`config.mk`:
```
export PLATFORM = sky130hd
export DESIGN_NAME = proximity_haptic_driver_flat
export DESIGN_NICKNAME = d
export VERILOG_FILES = /design/src/hdl/phd_pkg.sv /design/src/hdl/phd_if.sv /design/src/hdl/proximity_haptic_driver.sv /design/src/flat_wrapper.sv
export SDC_FILE = /design/constraint.sdc
export NUM_CORES = 1
export LEC_CHECK = 0
export BUFFER_PORTS_ARGS = -buffer_cell sky130_fd_sc_hd__clkbuf_2
export CAP_MARGIN = 20
export CORE_MARGIN = 2
export CORE_UTILIZATION = 25
export DETAILED_ROUTE_END_ITERATION = 12
export GPL_TIMING_DRIVEN = 0
export PLACE_DENSITY = 0.5
export SETUP_SLACK_MARGIN = 0.1
export SKIP_LAST_GASP = 1
export SYNTH_ARGS = -nofsm -noshare
export SYNTH_HDL_FRONTEND = slang
export SYNTH_SLANG_ARGS = --single-unit
```
`constraint.sdc`:
```
create_clock -name clk -period 11.35 [get_ports clk]
set_clock_uncertainty 0.1 [all_clocks]
set_input_delay 2.27 -clock clk [delete_from_list [all_inputs] [get_ports clk]]
set_output_delay 2.27 -clock clk [all_outputs]
set_load 0.01 [all_outputs]
```
`src/hdl/phd_pkg.sv`:
```
// shared constants, codes and helper functions of the proximity haptic driver
`default_nettype none

package phd_pkg;

	localparam int DIST_W     = 16;
	localparam int LEVEL_W    = 7;
	localparam int DUTY_W     = 8;
	localparam int TIME_W     = 32;
	localparam int OPCODE_W   = 2;
	localparam int CFG_IDX_W  = 3;
	localparam int CFG_DATA_W = 32;
	localparam int PROD_W     = DIST_W + LEVEL_W;

	// opcodes
	localparam logic [OPCODE_W-1:0] OP_DIST = 2'd0;
	localparam logic [OPCODE_W-1:0] OP_TICK = 2'd1;
	localparam logic [OPCODE_W-1:0] OP_STOP = 2'd2;

	// register indexes
	localparam logic [CFG_IDX_W-1:0] REG_WARNING = 3'd0;
	localparam logic [CFG_IDX_W-1:0] REG_DANGER  = 3'd1;
	localparam logic [CFG_IDX_W-1:0] REG_MIN     = 3'd2;
	localparam logic [CFG_IDX_W-1:0] REG_MAX     = 3'd3;
	localparam logic [CFG_IDX_W-1:0] REG_PERIOD  = 3'd4;

	// register reset values
	localparam logic [DIST_W-1:0]  WARNING_RST = 16'd2000;
	localparam logic [DIST_W-1:0]  DANGER_RST  = 16'd500;
	localparam logic [LEVEL_W-1:0] MIN_RST     = 7'd20;
	localparam logic [LEVEL_W-1:0] MAX_RST     = 7'd100;
	localparam logic [TIME_W-1:0]  PERIOD_RST  = 32'd200;

	localparam logic [LEVEL_W-1:0] LEVEL_MAX = 7'd100;

	// reciprocal of 100 scaled by 2^19, exact for all duty products
	localparam int            RECIP_SHIFT = 19;
	localparam logic [12:0]   RECIP_100   = 13'd5243;

	function automatic logic [LEVEL_W-1:0] clamp_pct(input logic [LEVEL_W-1:0] v);
		return (v > LEVEL_MAX) ? LEVEL_MAX : v;
	endfunction

	// level * 255 / 100, truncated
	function automatic logic [DUTY_W-1:0] duty_of(input logic [LEVEL_W-1:0] level);
		logic [14:0] x;
		logic [27:0] p;
		x = {level, 8'd0} - 15'(level);
		p = 28'(x) * 28'(RECIP_100);
		return p[RECIP_SHIFT+DUTY_W-1:RECIP_SHIFT];
	endfunction

endpackage

`default_nettype wire

```
`src/hdl/phd_if.sv`:
```
// item channels of the proximity haptic driver
`default_nettype none

interface phd_in_if;
	import phd_pkg::*;
	logic                valid;
	logic                ready;
	logic [OPCODE_W-1:0] opcode;
	logic [DIST_W-1:0]   left_dist_mm;
	logic [DIST_W-1:0]   right_dist_mm;

	modport source(output valid, output opcode, output left_dist_mm, output right_dist_mm,
		input ready);
	modport sink(input valid, input opcode, input left_dist_mm, input right_dist_mm,
		output ready);
endinterface

interface phd_out_if;
	import phd_pkg::*;
	logic              valid;
	logic              ready;
	logic [DUTY_W-1:0] left_duty;
	logic              left_drive;
	logic              left_pulse_mode;
	logic [DUTY_W-1:0] right_duty;
	logic              right_drive;
	logic              right_pulse_mode;

	modport source(output valid, output left_duty, output left_drive, output left_pulse_mode,
		output right_duty, output right_drive, output right_pulse_mode, input ready);
	modport sink(input valid, input left_duty, input left_drive, input left_pulse_mode,
		input right_duty, input right_drive, input right_pulse_mode, output ready);
endinterface

`default_nettype wire

```
`src/hdl/proximity_haptic_driver.sv`:
```
// proximity haptic driver: two motor sides driven from distances and millisecond ticks
// one item at a time; a steady side runs a bit-serial multiply and then a restoring divide
// on one shared unit, sides one after the other; the next item is taken while the previous
// result waits at the output
// arst_n clears time, side state and registers to their defaults; no clearing pass
`default_nettype none

module proximity_haptic_driver import phd_pkg::*; (
	input  wire logic                  clk,
	input  wire logic                  arst_n,
	phd_in_if.sink                     in_ch,
	phd_out_if.source                  out_ch,
	input  wire logic                  cfg_we,
	input  wire logic [CFG_IDX_W-1:0]  cfg_index,
	input  wire logic [CFG_DATA_W-1:0] cfg_data
);

	typedef enum logic [2:0] {
		ST_IDLE,
		ST_DIST,
		ST_TICK,
		ST_MUL,
		ST_DIV,
		ST_LEVEL,
		ST_OUT
	} state_t;

	localparam logic [2:0] LAST_STEP = 3'(LEVEL_W - 1);

	state_t state_q;

	logic [DIST_W-1:0]  warn_q, danger_q;
	logic [LEVEL_W-1:0] min_q, max_q;
	logic [TIME_W-1:0]  period_q;

	logic [OPCODE_W-1:0] op_q;
	logic [DIST_W-1:0]   dist_q [2];
	logic                sd_q;

	logic [TIME_W-1:0]  now_q;
	logic               pulsing_q [2];
	logic               phase_q   [2];
	logic [TIME_W-1:0]  last_q    [2];
	logic [DUTY_W-1:0]  duty_q    [2];
	logic               drive_q   [2];
	logic [LEVEL_W-1:0] plevel_q  [2];
	logic [TIME_W-1:0]  pper_q    [2];

	logic [PROD_W-1:0]  mcand_q, prod_q;
	logic [LEVEL_W-1:0] mult_q, dq_q;
	logic [DIST_W-1:0]  rem_q;
	logic               neg_q;
	logic [2:0]         cnt_q;

	logic               out_valid_q;
	logic [DUTY_W-1:0]  out_duty_q [2];
	logic               out_drive_q [2];
	logic               out_pulse_q [2];

	// side step helpers
	logic [DIST_W-1:0]  d_cur;
	logic [7:0]         diff;
	logic [LEVEL_W-1:0] diff_mag;
	logic [TIME_W-1:0]  elapsed;
	logic               due;
	logic [PROD_W-1:0]  prod_nx;
	logic [DIST_W-1:0]  den;
	logic [DIST_W:0]    trial;
	logic               qbit;
	logic [8:0]         lvl;
	logic [LEVEL_W-1:0] lvl_clamped;
	logic               out_free;
	state_t             side_next;

	assign d_cur    = dist_q[sd_q];
	assign diff     = {1'b0, max_q} - {1'b0, min_q};
	assign diff_mag = diff[7] ? LEVEL_W'(-diff) : diff[LEVEL_W-1:0];
	assign elapsed  = now_q - last_q[sd_q];
	assign due      = pulsing_q[sd_q] && (elapsed >= pper_q[sd_q]);
	assign prod_nx  = prod_q + (mult_q[0] ? mcand_q : '0);
	assign den      = warn_q - danger_q;
	assign trial    = {rem_q, dq_q[LEVEL_W-1]};
	assign qbit     = trial >= {1'b0, den};

	// floor of min + signed quotient; a negative slope rounds toward minus infinity
	always_comb begin
		if (neg_q)
			lvl = {2'b00, min_q} - {2'b00, dq_q} - {8'd0, (rem_q != '0)};
		else
			lvl = {2'b00, min_q} + {2'b00, dq_q};
		if (lvl[8])
			lvl_clamped = '0;
		else if (lvl[7:0] > {1'b0, LEVEL_MAX})
			lvl_clamped = LEVEL_MAX;
		else
			lvl_clamped = lvl[LEVEL_W-1:0];
	end

	always_comb begin
		if (sd_q)
			side_next = ST_OUT;
		else if (op_q == OP_TICK)
			side_next = ST_TICK;
		else
			side_next = ST_DIST;
	end

	assign out_free = !out_valid_q || out_ch.ready;

	assign in_ch.ready             = (state_q == ST_IDLE);
	assign out_ch.valid            = out_valid_q;
	assign out_ch.left_duty        = out_duty_q[0];
	assign out_ch.left_drive       = out_drive_q[0];
	assign out_ch.left_pulse_mode  = out_pulse_q[0];
	assign out_ch.right_duty       = out_duty_q[1];
	assign out_ch.right_drive      = out_drive_q[1];
	assign out_ch.right_pulse_mode = out_pulse_q[1];

	always_ff @(posedge clk or negedge arst_n) begin
		if (!arst_n) begin
			warn_q   <= WARNING_RST;
			danger_q <= DANGER_RST;
			min_q    <= MIN_RST;
			max_q    <= MAX_RST;
			period_q <= PERIOD_RST;
		end else if (cfg_we) begin
			unique case (cfg_index)
				REG_WARNING: warn_q   <= cfg_data[DIST_W-1:0];
				REG_DANGER:  danger_q <= cfg_data[DIST_W-1:0];
				REG_MIN:     min_q    <= cfg_data[LEVEL_W-1:0];
				REG_MAX:     max_q    <= cfg_data[LEVEL_W-1:0];
				REG_PERIOD:  period_q <= cfg_data[TIME_W-1:0];
				default: ;
			endcase
		end
	end

	// datapath registers of the item, the shared multiply/divide unit and the output
	always_ff @(posedge clk) begin
		if (state_q == ST_IDLE && in_ch.valid) begin
			dist_q[0] <= in_ch.left_dist_mm;
			dist_q[1] <= in_ch.right_dist_mm;
		end
		if (state_q == ST_DIST) begin
			mcand_q <= PROD_W'(warn_q - d_cur);
			mult_q  <= diff_mag;
			neg_q   <= diff[7];
			prod_q  <= '0;
		end
		if (state_q == ST_MUL) begin
			prod_q  <= prod_nx;
			mcand_q <= mcand_q << 1;
			mult_q  <= mult_q >> 1;
			if (cnt_q == LAST_STEP) begin
				// high part is below the divisor since the quotient fits the level width
				rem_q <= prod_nx[PROD_W-1:LEVEL_W];
				dq_q  <= prod_nx[LEVEL_W-1:0];
			end
		end
		if (state_q == ST_DIV) begin
			rem_q <= qbit ? DIST_W'(trial - {1'b0, den}) : trial[DIST_W-1:0];
			dq_q  <= {dq_q[LEVEL_W-2:0], qbit};
		end
		if (state_q == ST_OUT && out_free) begin
			for (int s = 0; s < 2; s++) begin
				out_duty_q[s]  <= duty_q[s];
				out_drive_q[s] <= drive_q[s];
				out_pulse_q[s] <= pulsing_q[s];
			end
		end
	end

	always_ff @(posedge clk or negedge arst_n) begin
		if (!arst_n) begin
			state_q     <= ST_IDLE;
			op_q        <= OP_DIST;
			sd_q        <= 1'b0;
			cnt_q       <= '0;
			now_q       <= '0;
			out_valid_q <= 1'b0;
			for (int s = 0; s < 2; s++) begin
				pulsing_q[s] <= 1'b0;
				phase_q[s]   <= 1'b0;
				last_q[s]    <= '0;
				duty_q[s]    <= '0;
				drive_q[s]   <= 1'b0;
				plevel_q[s]  <= '0;
				pper_q[s]    <= '0;
			end
		end else begin
			if (state_q == ST_OUT && out_free)
				out_valid_q <= 1'b1;
			else if (out_ch.ready)
				out_valid_q <= 1'b0;
			unique case (state_q)
				ST_IDLE: begin
					if (in_ch.valid) begin
						op_q <= in_ch.opcode;
						sd_q <= 1'b0;
						unique case (in_ch.opcode)
							OP_DIST: state_q <= ST_DIST;
							OP_TICK: begin
								now_q   <= now_q + 1'b1;
								state_q <= ST_TICK;
							end
							OP_STOP: begin
								for (int s = 0; s < 2; s++) begin
									pulsing_q[s] <= 1'b0;
									duty_q[s]    <= '0;
									drive_q[s]   <= 1'b0;
								end
								state_q <= ST_OUT;
							end
							default: state_q <= ST_OUT;
						endcase
					end
				end
				ST_DIST: begin
					cnt_q <= '0;
					if (d_cur < danger_q) begin
						// outputs keep their values until the next toggle
						pulsing_q[sd_q] <= 1'b1;
						plevel_q[sd_q]  <= clamp_pct(max_q);
						pper_q[sd_q]    <= period_q;
						state_q         <= side_next;
						sd_q            <= 1'b1;
					end else if (d_cur < warn_q) begin
						state_q <= ST_MUL;
					end else begin
						pulsing_q[sd_q] <= 1'b0;
						duty_q[sd_q]    <= '0;
						drive_q[sd_q]   <= 1'b0;
						state_q         <= side_next;
						sd_q            <= 1'b1;
					end
				end
				ST_MUL: begin
					if (cnt_q == LAST_STEP) begin
						cnt_q   <= '0;
						state_q <= ST_DIV;
					end else begin
						cnt_q <= cnt_q + 1'b1;
					end
				end
				ST_DIV: begin
					if (cnt_q == LAST_STEP) begin
						cnt_q   <= '0;
						state_q <= ST_LEVEL;
					end else begin
						cnt_q <= cnt_q + 1'b1;
					end
				end
				ST_LEVEL: begin
					pulsing_q[sd_q] <= 1'b0;
					duty_q[sd_q]    <= duty_of(lvl_clamped);
					drive_q[sd_q]   <= (lvl_clamped != '0);
					state_q         <= side_next;
					sd_q            <= 1'b1;
				end
				ST_TICK: begin
					if (due) begin
						last_q[sd_q]  <= now_q;
						phase_q[sd_q] <= !phase_q[sd_q];
						if (!phase_q[sd_q]) begin
							duty_q[sd_q]  <= duty_of(plevel_q[sd_q]);
							drive_q[sd_q] <= (plevel_q[sd_q] != '0);
						end else begin
							duty_q[sd_q]  <= '0;
							drive_q[sd_q] <= 1'b0;
						end
					end
					state_q <= side_next;
					sd_q    <= 1'b1;
				end
				ST_OUT: begin
					if (out_free)
						state_q <= ST_IDLE;
				end
				default: state_q <= ST_IDLE;
			endcase
		end
	end

endmodule

`default_nettype wire

```
`src/flat_wrapper.sv`:
```
// flat-port wrapper written by rule: the top's interface ports become plain ports
module proximity_haptic_driver_flat import phd_pkg::*;
  (clk, arst_n, cfg_we, cfg_index, cfg_data, in_ch_valid, in_ch_opcode, in_ch_left_dist_mm, in_ch_right_dist_mm, in_ch_ready, out_ch_valid, out_ch_left_duty, out_ch_left_drive, out_ch_left_pulse_mode, out_ch_right_duty, out_ch_right_drive, out_ch_right_pulse_mode, out_ch_ready);
  phd_in_if in_ch_i ();
  phd_out_if out_ch_i ();
  input  wire logic clk;
  input  wire logic arst_n;
  input  wire logic cfg_we;
  input  wire logic [CFG_IDX_W-1:0] cfg_index;
  input  wire logic [CFG_DATA_W-1:0] cfg_data;
  input wire logic [$bits(in_ch_i.valid)-1:0] in_ch_valid;
  input wire logic [$bits(in_ch_i.opcode)-1:0] in_ch_opcode;
  input wire logic [$bits(in_ch_i.left_dist_mm)-1:0] in_ch_left_dist_mm;
  input wire logic [$bits(in_ch_i.right_dist_mm)-1:0] in_ch_right_dist_mm;
  output wire logic [$bits(in_ch_i.ready)-1:0] in_ch_ready;
  output wire logic [$bits(out_ch_i.valid)-1:0] out_ch_valid;
  output wire logic [$bits(out_ch_i.left_duty)-1:0] out_ch_left_duty;
  output wire logic [$bits(out_ch_i.left_drive)-1:0] out_ch_left_drive;
  output wire logic [$bits(out_ch_i.left_pulse_mode)-1:0] out_ch_left_pulse_mode;
  output wire logic [$bits(out_ch_i.right_duty)-1:0] out_ch_right_duty;
  output wire logic [$bits(out_ch_i.right_drive)-1:0] out_ch_right_drive;
  output wire logic [$bits(out_ch_i.right_pulse_mode)-1:0] out_ch_right_pulse_mode;
  input wire logic [$bits(out_ch_i.ready)-1:0] out_ch_ready;
  assign in_ch_i.valid = in_ch_valid;
  assign in_ch_i.opcode = in_ch_opcode;
  assign in_ch_i.left_dist_mm = in_ch_left_dist_mm;
  assign in_ch_i.right_dist_mm = in_ch_right_dist_mm;
  assign in_ch_ready = in_ch_i.ready;
  assign out_ch_valid = out_ch_i.valid;
  assign out_ch_left_duty = out_ch_i.left_duty;
  assign out_ch_left_drive = out_ch_i.left_drive;
  assign out_ch_left_pulse_mode = out_ch_i.left_pulse_mode;
  assign out_ch_right_duty = out_ch_i.right_duty;
  assign out_ch_right_drive = out_ch_i.right_drive;
  assign out_ch_right_pulse_mode = out_ch_i.right_pulse_mode;
  assign out_ch_i.ready = out_ch_ready;
  proximity_haptic_driver u_core (.clk(clk), .arst_n(arst_n), .in_ch(in_ch_i), .out_ch(out_ch_i), .cfg_we(cfg_we), .cfg_index(cfg_index), .cfg_data(cfg_data));
endmodule
```
==> results.cfg, run 1 <==
[sta]
layout_setup_ws_ps = 802
timing.final.crit_period_ps = 10550
finalMaxSlewViolations = 0
fmax_ghz = 0.0948
fin_crit_sh = 0.929
rsz0062_at_grt = false
hold_viol = 0
setup_viol = 0
slew_headroom = 0.310
worst_slew_pin_slew_ps = 1020

[hold_path]
hp-class = flip-flop to flip-flop

[clocking]
cts_sinks = 413
root_buffer = clkbuf_16
cts_tree = done
clockBufferDepth = 3
cts-htree-levels = 2
clk_pin_slew_ps = 60
numCtsBuffers = 48
clock_latency_ps = 600

[die]
ioPinCount = 96
die_area_um2 = 128000
die_w_um = 358
die_y_um = 358
start_util = 0.253
core_um2 = 124000
rows = 129

[layout]
fill_cells = 13105
area_growth_pct = 13.8
mostFrequentLayoutCells = 396 x nand2_1, 376 x inv_1, 369 x ha_1, 264 x dfrtp_1, 142 x fa_1
drive_gt1_frac = 0.117
final_area_um2 = 35600
fin_util = 0.287
nNetsFinal = 3835
layout_commonest_cell = nand2_1

[routing]
drtIter0Drc = 1125
post-route-drc-count = 0
drt_wl_total_mm = 81.2
ant_nets = 0
dr.pass1.iters = 8
post_drt_wl_per_cell_um = 16.5
num_vias = 22180
routed_via_density = 4.50

[yosys]
syn_nets = 3679
synth.distinct_cells = 99
synth-seq-cells = 413
async_reset_ff_frac = 0.688
ys.warnings.count = 0
avgSynthCellArea_um2 = 10.1
synthesis.area_um2 = 31300
yosysSeqAreaShare = 0.351
syn-instance-count = 3094
synth_enable_flop_cells = 127
ys.flop_type = dfrtp_1

[critical_path]
critical_path_arrival_ps = 10930
max_stage_delay_ps = 570
crit_type = flip-flop to flip-flop
required_ps = 11740
cp_common_cell = inv_1
cp-end-kind = flip-flop
startpoint_type = flip-flop
crit_slowest_cell = or4_2
crit_fanout = 7

[global_routing]
antenna_found_initial = 3
grt_pass1_wl_mm = 129
grt_overflow_total = 0
grt_usage = 0.128
grt_pass1_vias = 22873
grt_max_degree = 101

[placed_design]
placed_area_um2 = 34000
pre_cts_slack_ps = -42.1
hpwl_mm = 65.4
portBuffers = 95
globalplace.congestion = 0.832

[run]
drv_cap = 0

[outcome]
outcome = complete, no violations
-- flip-flops by register name, summed over array words and instances, names as in the netlist, 3 cells and up --
register           flops
u_core.danger_q       16
u_core.plevel_q       14
u_core.dist_q         32
u_core.max_q           7
u_core.pper_q         64
u_core.period_q       32
u_core.prod_q         23
u_core.cnt_q           3
u_core.min_q           7
u_core.mcand_q        23
u_core.state_q         3
u_core.dq_q            7
u_core.out_duty_q     16
u_core.now_q          32
u_core.last_q         64
u_core.mult_q          7
u_core.rem_q          16
u_core.duty_q         16
u_core.warn_q         16
-- layout make-up --
class	count	area, um^2	area share
tap	1637	2050	0.0575
clock buffer	59	1290	0.0363
sequential	413	11000	0.308
clock inverter	29	255	0.00717
antenna	2	5.00	0.000141
timing repair buffer	106	656	0.0184
inverter	381	1430	0.0402
buffer	75	324	0.00910
multi-input combinational	2225	18600	0.523
-- worst max-delay path: cells and delay by family (launching register included) --
kind            cells  cell delay, ps
flops               1             470
xor+xnor            2             510
fa+ha+maj          10            3640
mux                 1             330
compound gates     10            2310
buf+inv             8             780
simple gates        9            2300
-- synthesized netlist by cell type, types with 20 or more instances --
| library cell | n | area [um^2] |
|---|---|---|
| nand2_1 | 396 | 1490 |
| inv_1 | 377 | 1420 |
| ha_1 | 369 | 4620 |
| dfrtp_1 | 264 | 6610 |
| fa_1 | 142 | 2840 |
| nor2_1 | 137 | 514 |
| a21oi_1 | 128 | 641 |
| edfxtp_1 | 127 | 3810 |
| mux2_2 | 127 | 1430 |
| mux2i_1 | 118 | 1180 |
| o21ai_0 | 115 | 576 |
| xnor2_1 | 115 | 1010 |
| xor2_1 | 60 | 526 |
| clkbuf_1 | 55 | 206 |
| a21o_1 | 54 | 405 |
| nand3_1 | 41 | 205 |
| and2_1 | 37 | 231 |
| nor3_1 | 30 | 150 |
| nor2b_1 | 26 | 163 |
| nand4_1 | 23 | 144 |
| dfstp_2 | 20 | 526 |
-- path summary, 6_finish.rpt --
kind	start	endpoint	slack [ps]	cells after the start
setup / recovery	u_core.min_q[0]$_DFFE_PN0P_	u_core.duty_q[15]$_DFFE_PN0P_	800	40
hold / removal	u_core.duty_q[1]$_DFFE_PN0P_	u_core.out_duty_q[0][9]$_DFFE_PP_	350	0
setup reg to reg	u_core.min_q[0]$_DFFE_PN0P_	u_core.duty_q[15]$_DFFE_PN0P_	800	40
hold reg to reg	u_core.duty_q[1]$_DFFE_PN0P_	u_core.out_duty_q[0][9]$_DFFE_PP_	350	0
max in group asynchronous	arst_n	u_core.duty_q[1]$_DFFE_PN0P_	8490	2
min in group asynchronous	arst_n	u_core.last_q[39]$_DFFE_PN0P_	1670	1
-- cell families (layout without fill, tap and decap cells) --
logic type	after synthesis	count (layout)	share of synthesized area
fa+ha+maj	511	511	0.238
mux	245	245	0.0834
other cells	0	2	0
simple gates	792	792	0.116
flops	413	413	0.351
compound gates	500	500	0.105
xor+xnor	177	177	0.0502
buf+inv	456	650	0.0560
-- layer usage --
metal | track usage | share of wire | vias to the layer above
met4 | 0.0293 | 0.019 | 0
met3 | 0.0118 | 0.028 | 77
met1 | 0.173 | 0.47 | 10906
met5 | 0 | 0 | -
li1 | - | - | 10965
met2 | 0.220 | 0.48 | 232
-- what timing repair did --
item / CTS / global route
buffers inserted: 0 / 0
resized for setup: 2 / 6
hold buffers: 0 / 0
endpoints found under the setup margin: 2 / 14
-- stage by stage --
step	cells	TNS, ps	hold slack, ps
2_1_floorplan	3094	0	325
3_3_place_gp	4826	0	338
3_5_place_dp	4836	-42.1	338
4_1_cts	4924	0	359
5_1_grt	4926	0	365
6_report	4927	0	353
Power of run 1 is left out: the tool's default activity adds up to more than one toggle a clock period on the data nets, which glitch-free logic cannot reach.
==> run 2, diff against run 1 <==
clock period = 12.7 ns   (was 11.35 ns; I/O delays follow)
==> run 2 against run 1 <==
Against the previous run: cell count is the same; register-to-register slack gained 630 ps; highest routed layer unchanged; sequential share of layout area is essentially flat; sequential cell count is the same; via count grew 0.21%; critical path depth shrank 2; global-route usage is essentially flat; clock-buffer cell count is the same; routed wire length shrank 0.12%; non-clock buffer count is the same; first-iteration DRC count shrank 1.5%; worst hold slack is essentially flat.
==> results.cfg, run 2 (synthesis results as in run 1) <==
[outcome]
outcome = complete, no violations

[die]
ioPinCount = 96
rows = 129
core_um2 = 124000
die_w_um = 358
die_y_um = 358
die_area_um2 = 128000
start_util = 0.253

[clocking]
clockBufferDepth = 3
root_buffer = clkbuf_16
cts_sinks = 413
cts_setup_buffers = 0
clock_latency_ps = 600
cts_resized = 0
cts-htree-levels = 2
ctsHoldBuffers = 0
clk_pin_slew_ps = 60
numCtsBuffers = 48
cts_tree = done

[routing]
routed_via_density = 4.51
ant_nets = 0
dr.pass1.iters = 6
drt_wl_total_mm = 81.1
post-route-drc-count = 0
post_drt_wl_per_cell_um = 16.5
drtIter0Drc = 1108
num_vias = 22227

[critical_path]
critical_path_arrival_ps = 11650
r2r_setup_slack_ps = 1430
max_stage_delay_ps = 710
required_ps = 13090
crit_fanout = 7
cp-end-kind = flip-flop
crit_slowest_cell = a2111oi_0
startpoint_type = flip-flop
cp_common_cell = inv_1
crit_type = flip-flop to flip-flop

[global_routing]
grt_pass1_wl_mm = 129
grt_overflow_total = 0
grt_pass1_vias = 22875
grt_usage = 0.128
grt_max_degree = 101
antenna_found_initial = 3

[layout]
mostFrequentLayoutCells = 396 x nand2_1, 376 x inv_1, 369 x ha_1, 264 x dfrtp_1, 142 x fa_1
area_growth_pct = 13.6
layout_commonest_cell = nand2_1
fin_util = 0.287
final_area_um2 = 35600
reg_top3 = u_core.last_q: 64 flops, u_core.pper_q: 64 flops
drive_gt1_frac = 0.115
nNetsFinal = 3835

[sta]
fin_setup_tns_ps = 0
rsz0062_at_grt = false
worst_slew_pin_slew_ps = 1030
hold_slack_ps = 353
setup_viol = 0
timing.final.crit_period_ps = 11270
finalMaxSlewViolations = 0
fin_crit_sh = 0.887
hold_viol = 0
fmax_ghz = 0.0888
slew_headroom = 0.307

[placed_design]
placed_area_um2 = 34000
globalplace.congestion = 0.832
portBuffers = 95
hpwl_mm = 65.4

[run]
drv_cap = 0

[hold_path]
hp-class = flip-flop to flip-flop
-- run 2: worst paths after layout --
path / from / endpoint / cells past startpoint
worst max register to register: u_core.min_q[0]$_DFFE_PN0P_ / u_core.duty_q[15]$_DFFE_PN0P_ / 38
worst min-delay path: u_core.duty_q[1]$_DFFE_PN0P_ / u_core.out_duty_q[0][9]$_DFFE_PP_ / 0
min in group asynchronous: arst_n / u_core.last_q[39]$_DFFE_PN0P_ / 1
worst max-delay path: u_core.min_q[0]$_DFFE_PN0P_ / u_core.duty_q[15]$_DFFE_PN0P_ / 38
worst min register to register: u_core.duty_q[1]$_DFFE_PN0P_ / u_core.out_duty_q[0][9]$_DFFE_PP_ / 0
max in group asynchronous: arst_n / u_core.duty_q[1]$_DFFE_PN0P_ / 2
-- run 2: layer usage --
| metal | vias to the layer above | global-route usage | part of all wire |
|---|---|---|---|
| li1 | 10974 | - | - |
| met1 | 10946 | 0.173 | 0.47 |
| met2 | 230 | 0.220 | 0.48 |
| met3 | 77 | 0.0118 | 0.027 |
| met4 | 0 | 0.0293 | 0.019 |
| met5 | - | 0 | 0 |
-- run 2: per-stage QoR --
| stage | setup WS (ps) | std cells |
|---|---|---|
| 6_report | 1430 | 4927 |
| 4_1_cts | 1300 | 4924 |
| 3_5_place_dp | 1310 | 4836 |
| 3_3_place_gp | 1400 | 4826 |
| 5_1_grt | 561 | 4926 |
| 2_1_floorplan | 3320 | 3094 |
-- run 2: final cells by class --
type,count,area (um^2)
fill,13108,88400
multi-input combinational,2225,18600
sequential,413,11000
tap,1637,2050
inverter,381,1430
clock buffer,59,1290
timing repair buffer,106,656
buffer,75,323
clock inverter,29,255
antenna,2,5.00
-- run 2: critical path: cells and delay by family (launching register included) --
kind / cells / cell delay [ps]
AOI/OAI and AO/OA: 11 / 2850
xor gates and xnor gates: 4 / 1590
adders and majority gates: 9 / 3510
buffers and inverters: 7 / 740
DFF: 1 / 460
muxes: 1 / 480
and+or+nand+nor: 6 / 1400
Power of run 2 is left out for the same reason.
